File: src/hw/rtl/scd_pkg.sv
package scd_pkg;

	localparam int MAX_PENDING_DEF  = 32;
	localparam int NUM_CHANNELS_DEF = 16;
	localparam int ID_BITS_DEF      = 8;

	localparam int SENDER_W = 8;
	localparam int CHAN_W   = 4;
	localparam int CHAN_CNT = 1 << CHAN_W;

	localparam int CMD_DEPTH = 4;
	localparam int OUT_DEPTH = 4;
	localparam int OCW       = $clog2(OUT_DEPTH + 1);

	typedef enum logic [1:0] {
		CMD_ENQ,
		CMD_DROP,
		CMD_TICK
	} cmd_kind_t;

	typedef enum logic [1:0] {
		ST_SUCCESS   = 2'd0,
		ST_COLLISION = 2'd1,
		ST_DROPPED   = 2'd2
	} status_t;

	typedef enum logic [1:0] {
		BK_IDLE,
		BK_REPLAY,
		BK_FLUSH
	} back_state_t;

	typedef struct packed {
		cmd_kind_t             kind;
		logic [SENDER_W-1:0]   sender;
		logic [CHAN_W-1:0]     chan;
	} cmd_t;

	typedef struct packed {
		logic [SENDER_W-1:0]   sender;
		logic [CHAN_W-1:0]     chan;
		status_t               status;
		logic                  last;
	} res_t;

endpackage

File: src/hw/rtl/slotted_channel_collision_detect_core.sv
// Requests produce no item; a dropped-request item reaches the result ports via both queues.
// A tick with N queued requests passes the command queue, rd_data_s1 and the output queue,
// then gives one item per cycle while pop keeps up; the replay unit works through REPLAY and FLUSH.
// Requests and ticks are accepted one per cycle until the 4-entry command queue fills.
// Reset clears the queue count, channel use counts, both queues and the replay control;
// the request store itself holds stale data until written.
module slotted_channel_collision_detect_core #(
	parameter int MAX_PENDING  = scd_pkg::MAX_PENDING_DEF,
	parameter int NUM_CHANNELS = scd_pkg::NUM_CHANNELS_DEF,
	parameter int ID_BITS      = scd_pkg::ID_BITS_DEF
) (
	input  logic                          clk,
	input  logic                          arst_n,
	input  logic                          push,
	output logic                          full,
	input  logic                          req_type,
	input  logic [scd_pkg::SENDER_W-1:0]  sender_id,
	input  logic [scd_pkg::CHAN_W-1:0]    channel,
	output logic                          empty,
	input  logic                          pop,
	output logic [scd_pkg::SENDER_W-1:0]  sender_id_out,
	output logic [scd_pkg::CHAN_W-1:0]    channel_out,
	output logic [1:0]                    status,
	output logic                          last
);
	import scd_pkg::*;

	localparam int CMD_W = $bits(cmd_t);
	localparam int RES_W = $bits(res_t);
	localparam int CQW   = $clog2(CMD_DEPTH + 1);

	cmd_t                 fe_cmd;
	logic                 fe_push;
	logic                 cmd_full;
	logic                 cmd_empty;
	logic [CMD_W-1:0]     cmd_head;
	logic [CQW-1:0]       cmd_count;
	logic                 cmd_pop;
	logic                 res_push;
	res_t                 be_res;
	logic [RES_W-1:0]     res_head;
	res_t                 out_res;
	logic                 out_full;
	logic [OCW-1:0]       out_count;

	scd_front #(
		.MAX_PENDING (MAX_PENDING),
		.ID_BITS     (ID_BITS)
	) u_front (
		.clk       (clk),
		.arst_n    (arst_n),
		.push      (push),
		.req_type  (req_type),
		.sender_id (sender_id),
		.channel   (channel),
		.cmd_full  (cmd_full),
		.cmd_push  (fe_push),
		.cmd       (fe_cmd)
	);

	scd_fifo #(
		.DEPTH (CMD_DEPTH),
		.WIDTH (CMD_W)
	) u_cmd_q (
		.clk     (clk),
		.arst_n  (arst_n),
		.wr_en   (fe_push),
		.wr_data (fe_cmd),
		.rd_en   (cmd_pop),
		.rd_data (cmd_head),
		.full    (cmd_full),
		.empty   (cmd_empty),
		.count   (cmd_count)
	);

	scd_back #(
		.MAX_PENDING  (MAX_PENDING),
		.NUM_CHANNELS (NUM_CHANNELS),
		.ID_BITS      (ID_BITS)
	) u_back (
		.clk       (clk),
		.arst_n    (arst_n),
		.cmd_valid (~cmd_empty),
		.cmd       (cmd_t'(cmd_head)),
		.cmd_pop   (cmd_pop),
		.out_count (out_count),
		.res_push  (res_push),
		.res       (be_res)
	);

	scd_fifo #(
		.DEPTH (OUT_DEPTH),
		.WIDTH (RES_W)
	) u_out_q (
		.clk     (clk),
		.arst_n  (arst_n),
		.wr_en   (res_push),
		.wr_data (be_res),
		.rd_en   (pop),
		.rd_data (res_head),
		.full    (out_full),
		.empty   (empty),
		.count   (out_count)
	);

	assign full          = cmd_full;
	assign out_res       = res_t'(res_head);
	assign sender_id_out = out_res.sender;
	assign channel_out   = out_res.chan;
	assign status        = out_res.status;
	assign last          = out_res.last;

	// the replay credit check must never let a result hit a full output queue
	a_no_out_overflow: assert property (@(posedge clk) disable iff (!arst_n)
		res_push |-> !out_full)
		else $error("result pushed into full output queue");

	a_pop_needs_cmd: assert property (@(posedge clk) disable iff (!arst_n)
		cmd_pop |-> !cmd_empty)
		else $error("command popped from empty queue");

	a_last_not_drop: assert property (@(posedge clk) disable iff (!arst_n)
		(!empty && last) |-> (status == ST_SUCCESS || status == ST_COLLISION))
		else $error("last marked on a dropped item");

	a_cmd_count_bound: assert property (@(posedge clk) disable iff (!arst_n)
		cmd_full |-> (cmd_count == CQW'(CMD_DEPTH)))
		else $error("command queue full flag inconsistent with count");

endmodule

File: src/hw/rtl/scd_fifo.sv
module scd_fifo #(
	parameter int DEPTH = 4,
	parameter int WIDTH = 8
) (
	input  logic                         clk,
	input  logic                         arst_n,
	input  logic                         wr_en,
	input  logic [WIDTH-1:0]             wr_data,
	input  logic                         rd_en,
	output logic [WIDTH-1:0]             rd_data,
	output logic                         full,
	output logic                         empty,
	output logic [$clog2(DEPTH+1)-1:0]   count
);
	localparam int PW = (DEPTH > 1) ? $clog2(DEPTH) : 1;
	localparam int CW = $clog2(DEPTH + 1);

	logic [WIDTH-1:0] mem_q [DEPTH];
	logic [PW-1:0]    wr_ptr_q;
	logic [PW-1:0]    rd_ptr_q;
	logic [CW-1:0]    count_q;
	logic             do_wr;
	logic             do_rd;

	assign full    = (count_q == CW'(DEPTH));
	assign empty   = (count_q == '0);
	assign count   = count_q;
	assign rd_data = mem_q[rd_ptr_q];
	assign do_wr   = wr_en & ~full;
	assign do_rd   = rd_en & ~empty;

	always_ff @(posedge clk) begin
		if (do_wr) begin
			mem_q[wr_ptr_q] <= wr_data;
		end
	end

	always_ff @(posedge clk or negedge arst_n) begin
		if (!arst_n) begin
			wr_ptr_q <= '0;
			rd_ptr_q <= '0;
			count_q  <= '0;
		end else begin
			if (do_wr) begin
				wr_ptr_q <= (wr_ptr_q == PW'(DEPTH - 1)) ? '0 : wr_ptr_q + PW'(1);
			end
			if (do_rd) begin
				rd_ptr_q <= (rd_ptr_q == PW'(DEPTH - 1)) ? '0 : rd_ptr_q + PW'(1);
			end
			if (do_wr && !do_rd) begin
				count_q <= count_q + CW'(1);
			end else if (do_rd && !do_wr) begin
				count_q <= count_q - CW'(1);
			end
		end
	end

endmodule

File: src/hw/rtl/scd_front.sv
module scd_front #(
	parameter int MAX_PENDING = 32,
	parameter int ID_BITS     = 8
) (
	input  logic                          clk,
	input  logic                          arst_n,
	input  logic                          push,
	input  logic                          req_type,
	input  logic [scd_pkg::SENDER_W-1:0]  sender_id,
	input  logic [scd_pkg::CHAN_W-1:0]    channel,
	input  logic                          cmd_full,
	output logic                          cmd_push,
	output scd_pkg::cmd_t                 cmd
);
	import scd_pkg::*;

	localparam int CW  = $clog2(MAX_PENDING + 1);
	localparam int IdW = (ID_BITS < SENDER_W) ? ID_BITS : SENDER_W;
	localparam logic [SENDER_W-1:0] IdMask = SENDER_W'((64'd1 << IdW) - 64'd1);

	// requests queued in the current period, as the back end will see them
	logic [CW-1:0] cnt_q;

	assign cmd_push = push & ~cmd_full;

	always_comb begin
		cmd.sender = sender_id & IdMask;
		cmd.chan   = channel;
		if (req_type) begin
			cmd.kind = CMD_TICK;
		end else if (cnt_q == CW'(MAX_PENDING)) begin
			cmd.kind = CMD_DROP;
		end else begin
			cmd.kind = CMD_ENQ;
		end
	end

	always_ff @(posedge clk or negedge arst_n) begin
		if (!arst_n) begin
			cnt_q <= '0;
		end else if (cmd_push) begin
			unique case (cmd.kind)
				CMD_TICK: cnt_q <= '0;
				CMD_ENQ:  cnt_q <= cnt_q + CW'(1);
				default:  cnt_q <= cnt_q;
			endcase
		end
	end

endmodule

File: src/hw/rtl/scd_back.sv
module scd_back #(
	parameter int MAX_PENDING  = 32,
	parameter int NUM_CHANNELS = 16,
	parameter int ID_BITS      = 8
) (
	input  logic                         clk,
	input  logic                         arst_n,
	input  logic                         cmd_valid,
	input  scd_pkg::cmd_t                cmd,
	output logic                         cmd_pop,
	input  logic [scd_pkg::OCW-1:0]      out_count,
	output logic                         res_push,
	output scd_pkg::res_t                res
);
	import scd_pkg::*;

	localparam int AW    = $clog2(MAX_PENDING);
	localparam int CW    = $clog2(MAX_PENDING + 1);
	localparam int SID_W = (ID_BITS < SENDER_W) ? ID_BITS : SENDER_W;
	localparam int EW    = SID_W + CHAN_W;
	// only channel codes 0..15 arrive, so at most 16 slots are ever touched
	localparam int NSLOT = (NUM_CHANNELS < CHAN_CNT) ? NUM_CHANNELS : CHAN_CNT;
	localparam int SW    = $clog2(NSLOT);

	back_state_t      state_q, state_d;
	logic [EW-1:0]    mem_q [MAX_PENDING];
	logic [CW-1:0]    wr_cnt_q;
	logic [AW-1:0]    rd_idx_q;
	logic             rd_vld_s1;
	logic             rd_last_s1;
	logic [EW-1:0]    rd_data_s1;
	logic [1:0]       use_cnt_q [NSLOT];
	logic [SW-1:0]    slot_lut [CHAN_CNT];

	logic             room;
	logic             rd_last_next;
	logic             do_enq;
	logic             do_drop;
	logic             issue;
	logic             clear;
	logic [SW-1:0]    enq_slot;
	logic [SW-1:0]    rd_slot;
	logic [CHAN_W-1:0] rd_chan;
	logic [SID_W-1:0] rd_sender;

	for (genvar i = 0; i < CHAN_CNT; i++) begin : g_slot
		localparam int Slot = i % NUM_CHANNELS;
		assign slot_lut[i] = SW'(Slot);
	end

	assign room = ((OCW + 1)'(out_count) + (OCW + 1)'(rd_vld_s1)) < (OCW + 1)'(OUT_DEPTH);
	assign rd_last_next = (CW'(rd_idx_q) + CW'(1)) == wr_cnt_q;
	assign enq_slot  = slot_lut[cmd.chan];
	assign rd_chan   = rd_data_s1[CHAN_W-1:0];
	assign rd_sender = rd_data_s1[EW-1:CHAN_W];
	assign rd_slot   = slot_lut[rd_chan];

	always_comb begin
		state_d = state_q;
		unique case (state_q)
			BK_IDLE: begin
				if (cmd_valid && cmd.kind == CMD_TICK && wr_cnt_q != '0) begin
					state_d = BK_REPLAY;
				end
			end
			BK_REPLAY: begin
				if (room && rd_last_next) begin
					state_d = BK_FLUSH;
				end
			end
			BK_FLUSH: begin
				if (rd_vld_s1) begin
					state_d = BK_IDLE;
				end
			end
			default: state_d = BK_IDLE;
		endcase
	end

	always_comb begin
		cmd_pop = 1'b0;
		do_enq  = 1'b0;
		do_drop = 1'b0;
		issue   = 1'b0;
		clear   = 1'b0;
		unique case (state_q)
			BK_IDLE: begin
				if (cmd_valid) begin
					unique case (cmd.kind)
						CMD_ENQ: begin
							cmd_pop = 1'b1;
							do_enq  = 1'b1;
						end
						CMD_DROP: begin
							cmd_pop = room;
							do_drop = room;
						end
						default: cmd_pop = 1'b1;
					endcase
				end
			end
			BK_REPLAY: issue = room;
			BK_FLUSH:  clear = rd_vld_s1;
			default: ;
		endcase
	end

	assign res_push = do_drop | rd_vld_s1;

	always_comb begin
		if (rd_vld_s1) begin
			res.sender = SENDER_W'(rd_sender);
			res.chan   = rd_chan;
			res.status = (use_cnt_q[rd_slot] == 2'd2) ? ST_COLLISION : ST_SUCCESS;
			res.last   = rd_last_s1;
		end else begin
			res.sender = cmd.sender;
			res.chan   = cmd.chan;
			res.status = ST_DROPPED;
			res.last   = 1'b0;
		end
	end

	always_ff @(posedge clk) begin
		if (do_enq) begin
			mem_q[wr_cnt_q[AW-1:0]] <= {cmd.sender[SID_W-1:0], cmd.chan};
		end
		if (issue) begin
			rd_data_s1 <= mem_q[rd_idx_q];
		end
	end

	always_ff @(posedge clk or negedge arst_n) begin
		if (!arst_n) begin
			state_q    <= BK_IDLE;
			wr_cnt_q   <= '0;
			rd_idx_q   <= '0;
			rd_vld_s1  <= 1'b0;
			rd_last_s1 <= 1'b0;
		end else begin
			state_q    <= state_d;
			rd_vld_s1  <= issue;
			rd_last_s1 <= issue & rd_last_next;
			if (clear) begin
				wr_cnt_q <= '0;
				rd_idx_q <= '0;
			end else begin
				if (do_enq) begin
					wr_cnt_q <= wr_cnt_q + CW'(1);
				end
				if (issue && !rd_last_next) begin
					rd_idx_q <= rd_idx_q + AW'(1);
				end
			end
		end
	end

	for (genvar j = 0; j < NSLOT; j++) begin : g_use
		always_ff @(posedge clk or negedge arst_n) begin
			if (!arst_n) begin
				use_cnt_q[j] <= 2'd0;
			end else if (clear) begin
				use_cnt_q[j] <= 2'd0;
			end else if (do_enq && enq_slot == SW'(j) && use_cnt_q[j] != 2'd2) begin
				use_cnt_q[j] <= use_cnt_q[j] + 2'd1;
			end
		end
	end

endmodule

File: config.mk
export PLATFORM = sky130hd
export DESIGN_NAME = slotted_channel_collision_detect_core
export DESIGN_NICKNAME = d
export VERILOG_FILES = /design/src/hw/rtl/scd_pkg.sv /design/src/hw/rtl/slotted_channel_collision_detect_core.sv /design/src/hw/rtl/scd_fifo.sv /design/src/hw/rtl/scd_front.sv /design/src/hw/rtl/scd_back.sv
export SDC_FILE = /design/constraint.sdc
export NUM_CORES = 1
export LEC_CHECK = 0
export BUFFER_PORTS_ARGS = -buffer_cell sky130_fd_sc_hd__buf_2
export CAP_MARGIN = 20
export CORE_AREA = 3 3 233 235
export CTS_CLUSTER_DIAMETER = 40
export DETAILED_ROUTE_END_ITERATION = 12
export DIE_AREA = 0 0 236 238
export GPL_ROUTABILITY_DRIVEN = 0
export GPL_TIMING_DRIVEN = 0
export SLEW_MARGIN = 20
export SYNTH_ARGS = -nofsm -noshare
export SYNTH_HDL_FRONTEND = slang
export SYNTH_HIERARCHICAL = 1
export SYNTH_SLANG_ARGS = --single-unit
File: constraint.sdc
create_clock -name clk -period 2.95 [get_ports clk]
set_input_delay 0 -clock clk [delete_from_list [all_inputs] [get_ports clk]]
set_output_delay 0 -clock clk [all_outputs]
set_load 0.01 [all_outputs]
Word-level counts from Yosys, hierarchy flattened. Memories as Yosys holds them, arrays and structs flattened. A register that Yosys moved wholly into a read port is not among the register bits. Cells that the tools add are included.

Flip-flop bits (word level): 67. RAM bits: 500. Bits in read-only memories: 128. Input port bits: 17. Logic and storage cells: 280. Memories: 5.

Memories: u_back.mem_q (depth 32, width 12, read ports 1, clocked after memory_dff 1, wr ports 1, line scd_back.sv:26) `logic [EW-1:0] mem_q [MAX_PENDING];`; (no name shown) (depth 16, width 4, read ports 1, clocked after memory_dff 0, wr ports 0, line scd_back.sv:53) `assign enq_slot = slot_lut[cmd.chan];`; (no name shown) (depth 16, width 4, read ports 1, clocked after memory_dff 0, wr ports 0, line scd_back.sv:56) `assign rd_slot = slot_lut[rd_chan];`; u_out_q.mem_q (depth 4, width 15, read ports 1, clocked after memory_dff 0, wr ports 1, line scd_fifo.sv:18) `logic [WIDTH-1:0] mem_q [DEPTH];`; u_cmd_q.mem_q (depth 4, width 14, read ports 1, clocked after memory_dff 0, wr ports 1, line scd_fifo.sv:18).

Add/sub/neg operators: 29. $lt $le $gt $ge: 4. Eq/ne operators: 48. Multiplexer cells: 77. Bitwise logic cells: 14. Reduce and logical (&&, ||, !) cells: 75.

Operator list (count): 2-to-1 mux 2 bit (42); nonzero test 2 bit (21); adder 2 x 1 -> 2 bit, second input constant (20); logical AND 1 bit (40); == test 4 bit, second input constant (8); != test 2 bit, second input constant (16); 2-to-1 mux 1 bit (19); == test 2 bit, second input constant (8); == test 4 x 3 -> 1 bit, second input constant (4); 2-to-1 mux 4 bit (4); greater-or-equal comparator 5 bit, second input constant (3); 2-to-1 mux 15 bit (1); NOT 4 -> 5 bit (3); adder 6 x 1 -> 6 bit, second input constant (2); 2-to-1 mux 3 bit (4); 2-to-1 mux 6 bit (2); one-hot mux 6 bit (2 select lines) (1); 2-to-1 mux 5 bit (2); binary-select mux 2 bit (select 4 bit) (1); == test 4 x 2 -> 1 bit, second input constant (2); adder 3 x 1 -> 3 bit, second input constant (2); adder 5 x 1 -> 6 bit, second input constant (1); bitwise AND 1 bit (6); == test 3 bit, second input constant (2); other kinds (19) (33).

Logic depth before layout (Yosys ltp).
Depth after elaboration: 11. Mapped depth: 12. Depth with buffers taken out: 11.

Modules after synthesis. Netlist, hierarchy kept.

Modules (own cells, without submodules): scd_back (instances 1, cells an instance 903, area an instance 17963.5 um^2, sequential area each 13067.5 um^2); scd_fifo (u_out_q) (instances 1, cells an instance 116, area an instance 2628.8 um^2, sequential area each 1976.9 um^2); scd_fifo (u_cmd_q) (instances 1, cells an instance 110, area an instance 2481.1 um^2, sequential area each 1856.8 um^2); scd_front (instances 1, cells an instance 54, area an instance 467.9 um^2, sequential area each 150.1 um^2); slotted_channel_collision_detect_core (instances 1, cells an instance 1, area an instance 3.8 um^2, sequential area each 0.0 um^2).

Least setup slack after synthesis. OpenSTA, ideal clock, no wires.

Path type: register to register. Start: register u_cmd_q.rd_ptr_q[0]. End: register u_out_q.count_q[2] (netlist: u_out_q/count[2]). Arrival time: 2733 ps. Setup slack: 138 ps. Cell stages (with the launch flop): 13. Buffers on the path: 2. Period minus slack after synthesis: 2812 ps. Cells stage by stage: dfrtp_1 > buf_6 > buf_6 > mux4_2 > inv_1 > o41ai_1 > nor2b_4 > ha_1 > inv_1 > fa_1 > xor2_1 > nor2_1 > xor2_1.

Word-level cells in the longest chain between the ends: 10.

RTL lines: start: declaration (line scd_fifo.sv:20) `logic [PW-1:0] rd_ptr_q;`; start signal: assignment (line scd_fifo.sv:48) `rd_ptr_q <= (rd_ptr_q == PW'(DEPTH - 1)) ? '0 : rd_ptr_q + PW'(1);`; memory (4 x 14 bit) *; named net cmd_head[12] (line slotted_channel_collision_detect_core.sv:36) `logic [CMD_W-1:0] cmd_head;`; == test 2 x 1 -> 1 bit * (line scd_back.sv:89) `unique case (cmd.kind)`; 2-to-1 mux 1 bit * (line scd_back.sv:89); 2-to-1 mux 1 bit * (line scd_back.sv:88) `if (cmd_valid) begin`; 2-to-1 mux 1 bit * (line scd_back.sv:86) `unique case (state_q)`; OR 1 bit * (line scd_back.sv:108) `assign res_push = do_drop | rd_vld_s1;`; named net res_push (line slotted_channel_collision_detect_core.sv:39) `logic res_push;`; bitwise AND 1 bit * (line scd_fifo.sv:29) `assign do_wr = wr_en & ~full;`; named net u_out_q.do_wr (line scd_fifo.sv:22) `logic do_wr;`; logical NOT 1 bit (line scd_fifo.sv:52) `end else if (do_rd && !do_wr) begin`; logical AND 1 bit (line scd_fifo.sv:52); nonzero test 2 bit (no line); end signal: assignment (line scd_fifo.sv:51) `count_q <= count_q + CW'(1);`; end signal: assignment (line scd_fifo.sv:53) `count_q <= count_q - CW'(1);`; end: declaration (line scd_fifo.sv:21) `logic [CW-1:0] count_q;`.

Mark *: on every way through the listed nets, which the timed path passes. The rest lies on a longest branch. A chain may end at the register's enable or synchronous reset.

Worst setup path after layout. Same ends and word-level chain as after synthesis.

==> impl_metrics.yaml <==
critical_path:
  crit_path_cell_trace: "buf_6 -> mux4_2 -> o41ai_4 -> nor2b_4 -> ha_4 -> inv_2 -> fa_2 -> xor2_1 -> nor2_1 -> xor2_1"
  crit_path_end_kind: "flip-flop"
  cp_max_fo: 6
  worst_ep_arrival_time_ps: 3470
  cp_slowest_cell: "mux4_2"
  cp_slowest_stage_delay_ps: 610
  crit_family: "multiplexers"
  path_common_cell: "xor2_1"
  required_ps: 3460
  critPathBufInv: 2
  critical_path_class: "flip-flop to flip-flop"
  startpoint_type: "flip-flop"
sta:
  setup_ws_ps: -5.41
  post-route-min-period_ps: 2960
  max_freq_ghz: 0.338
  skew_ps: 22.4
  rsz0062_at_grt: "yes"
  finalMaxSlewViolations: 0
  tightest_slew_ps: 896
  max-slew-margin-rel: 0.402
  setup_viol: 1
  period_share: 1.00
  hold_viol: 0
synthesis:
  ys_ff_latch: 579
  ys_dominant_reg_cell: "edfxtp_1"
  synthMuxAreaShare: 0.162
  synthCells: 1184
  synthAdderAreaFrac: 0.0203
  yosysTopAreaCellShare: 0.653
  synth_top_family_by_area: "multiplexers"
  synth-async-reset-ratio: 0.116
  synth_top_area_cell: "edfxtp_1"
  synth_compound_area_frac: 0.0196
  netlist_area_mm2: 0.0235
  avgSynthCellArea_um2: 19.9
  synth_xor_area_frac: 0.0119
  synth-simple-area-share: 0.0406
  yosysSeqAreaShare: 0.724
  synthDistinctLibCells: 59
  syn_nets: 1238
  ys_warn_count: 6
  synth-edff-count: 512
  yosys-top-cells-area: "edfxtp_1 65%, mux4_2 14%, dfrtp_1 7.1%"
drt:
  firstDrtPassIters: 5
  routedWlPerCell_um: 25.6
  vias_per_cell: 5.68
  vias: 11900
  postRouteAntennaNets: 0
  drt_iter0_markers: 1021
  drc: 0
  totalWireLength_um: 53800
clock_tree:
  worstSkewPairLatency_ps: 600
  clock_sinks: 579
  root_buffer: "clkbuf_16"
  cts_tree: "done"
  clkTransAtPathRegs_ps: 60
  cts_inserted_buffers: 74
  htree_levels: 3
  cts_buffer_depth: 3
place:
  dp_hpwl_um: 32200
  pre_cts_ws_ps: -698
  portBuffers: 20
status:
  status: "finished, violations left"
  failed_checks: "setup timing"
final_layout:
  synthToLayoutAreaGrowth_pct: 19.7
  finish.utilization: 0.538
  mostFrequentLayoutCell: "edfxtp_1"
  drive_gt1_frac: 0.347
  final_nets: 1399
  final_cell_mix: "512 x edfxtp_1, 149 x mux4_2, 77 x clkbuf_16, 65 x dfrtp_1, 55 x nor2_1"
floorplan:
  die-area_mm2: 0.0562
  rows: 84
  start_util: 0.449
  core_mm2: 0.0524
  io_pins: 34
  die_x_um: 236
  fp.dieH_um: 238
global_route:
  grt_use_total: 0.188
  grt_pass1_wl_um: 78000
  antenna_found_initial: 8
  grt_pass1_vias: 12200
  grt_max_degree: 41
  grt_overflow: 0
hold_path:
  hold_path_class: "primary input to flip-flop"
power_and_ir_drop:
  powerDensity_mw_per_mm2: 1080
  vdd_ir_drop_max_mv: 0.476
  p_leak_nw: 9.35
run:
  maxCapViolations: 0
==> registers in the layout, summed over array words and instances, names as in the netlist <==
register           flops
u_back/mem_q         384
u_back/rd_data_s1     12
u_back/rd_idx_q        5
u_back/rd_last_s1      1
u_back/rd_vld_s1       1
u_back/state_q         2
u_back/use_cnt_q      32
u_back/wr_cnt_q        6
u_cmd_q/count          3
u_cmd_q/mem_q         56
u_cmd_q/rd_ptr_q       2
u_cmd_q/wr_ptr_q       2
u_front/cnt_q          6
u_out_q/count          3
u_out_q/mem_q         60
u_out_q/rd_ptr_q       2
u_out_q/wr_ptr_q       2
==> per-layer routing <==
layer | vias to the layer above | track usage | wire length (µm)
li1 | 5111 | - | -
met1 | 6335 | 0.260 | 22400
met2 | 376 | 0.307 | 26900
met3 | 97 | 0.0322 | 3190
met4 | 2 | 0.0631 | 1290
met5 | - | 0 | 13
==> synth_stat cells, types with 3 or more instances <==
cell	instances
or2_2	6
xnor2_1	23
nor2_1	89
nand3_1	10
nor4_2	3
nand3b_1	5
o41ai_1	3
a211oi_1	15
nand2_1	21
dfrtp_1	67
buf_6	4
buf_4	25
o21ai_0	7
ha_1	35
mux2_4	4
a31oi_1	4
mux4_2	150
a32oi_1	6
edfxtp_1	512
mux2_2	26
mux2i_1	5
a21oi_1	7
inv_1	37
buf_2	9
nand2b_1	5
nor3_1	18
clkbuf_1	24
xor2_1	9
nor3b_1	4
and2_1	7
o211ai_1	3
==> area by class of cell <==
cell class / instances / area (µm²)
Timing Repair Buffer: 82 / 887
Inverter: 37 / 139
Clock buffer: 85 / 1960
Antenna cell: 5 / 12.5
Buffer: 64 / 379
Fill cell: 4023 / 24300
Clock inverter: 50 / 488
Tap cell: 688 / 861
Sequential cell: 579 / 17100
Multi-Input combinational cell: 507 / 6420
==> where the power goes <==
group | total, W | leakage [nW] | switching (W) | internal [W]
logic | 0.00956 | 2.70 | 0.00575 | 0.00381
registers | 0.0119 | 5.48 | 0.000638 | 0.0113
clock network | 0.00884 | 1.18 | 0.00349 | 0.00536
==> what timing repair did <==
action	CTS	global route
setup endpoints to repair	448	119
cloned	0	3
gates resized for setup	55	18
pin swaps	29	3
setup buffers	31	5
hold buffers	18	0
hold endpoints to repair	133	0
==> metrics by stage <==
stage	area, µm²	total power (W)	setup TNS, ps	hold slack (ps)	std cells
final	28200	0.0303	-5.41	151	2097
after global routing	28200	0.0317	-142	132	2093
after CTS	28000	0.0303	-114	115	2084
after detailed placement	24700	0.0211	-163780	43.1	1900
after global placement	24500	0.0208	-266500	202	1892
after floorplan	23500	0.0178	0	-296	1184
==> final timing paths <==
check | from | end | slack, ps | cells past startpoint
setup / recovery | u_cmd_q/rd_ptr_q[0] | u_out_q/count[2] | -5 | 10
hold / removal | sender_id[7] | u_cmd_q/mem_q[1][11] | 150 | 2
setup reg to reg | u_cmd_q/rd_ptr_q[0] | u_out_q/count[2] | -5 | 10
hold reg to reg | u_front/cnt_q[0] | u_front/cnt_q[0] | 540 | 1
max in group asynchronous | arst_n | u_cmd_q/count[0] | 2230 | 4
min in group asynchronous | arst_n | u_back/rd_idx_q[2] | 480 | 4
==> cells by family (layout without fill, tap and decap cells) <==
group                      Yosys count  in the layout
buffers and inverters              101            318
and+or+nand+nor                    186            186
DFF                                579            579
AOI/OAI and AO/OA                   62             62
other                                0              5
adders and majority gates           37             37
xor gates and xnor gates            32             32
muxes                              187            190
No activity file was read; power rests on OpenSTA's default activity.
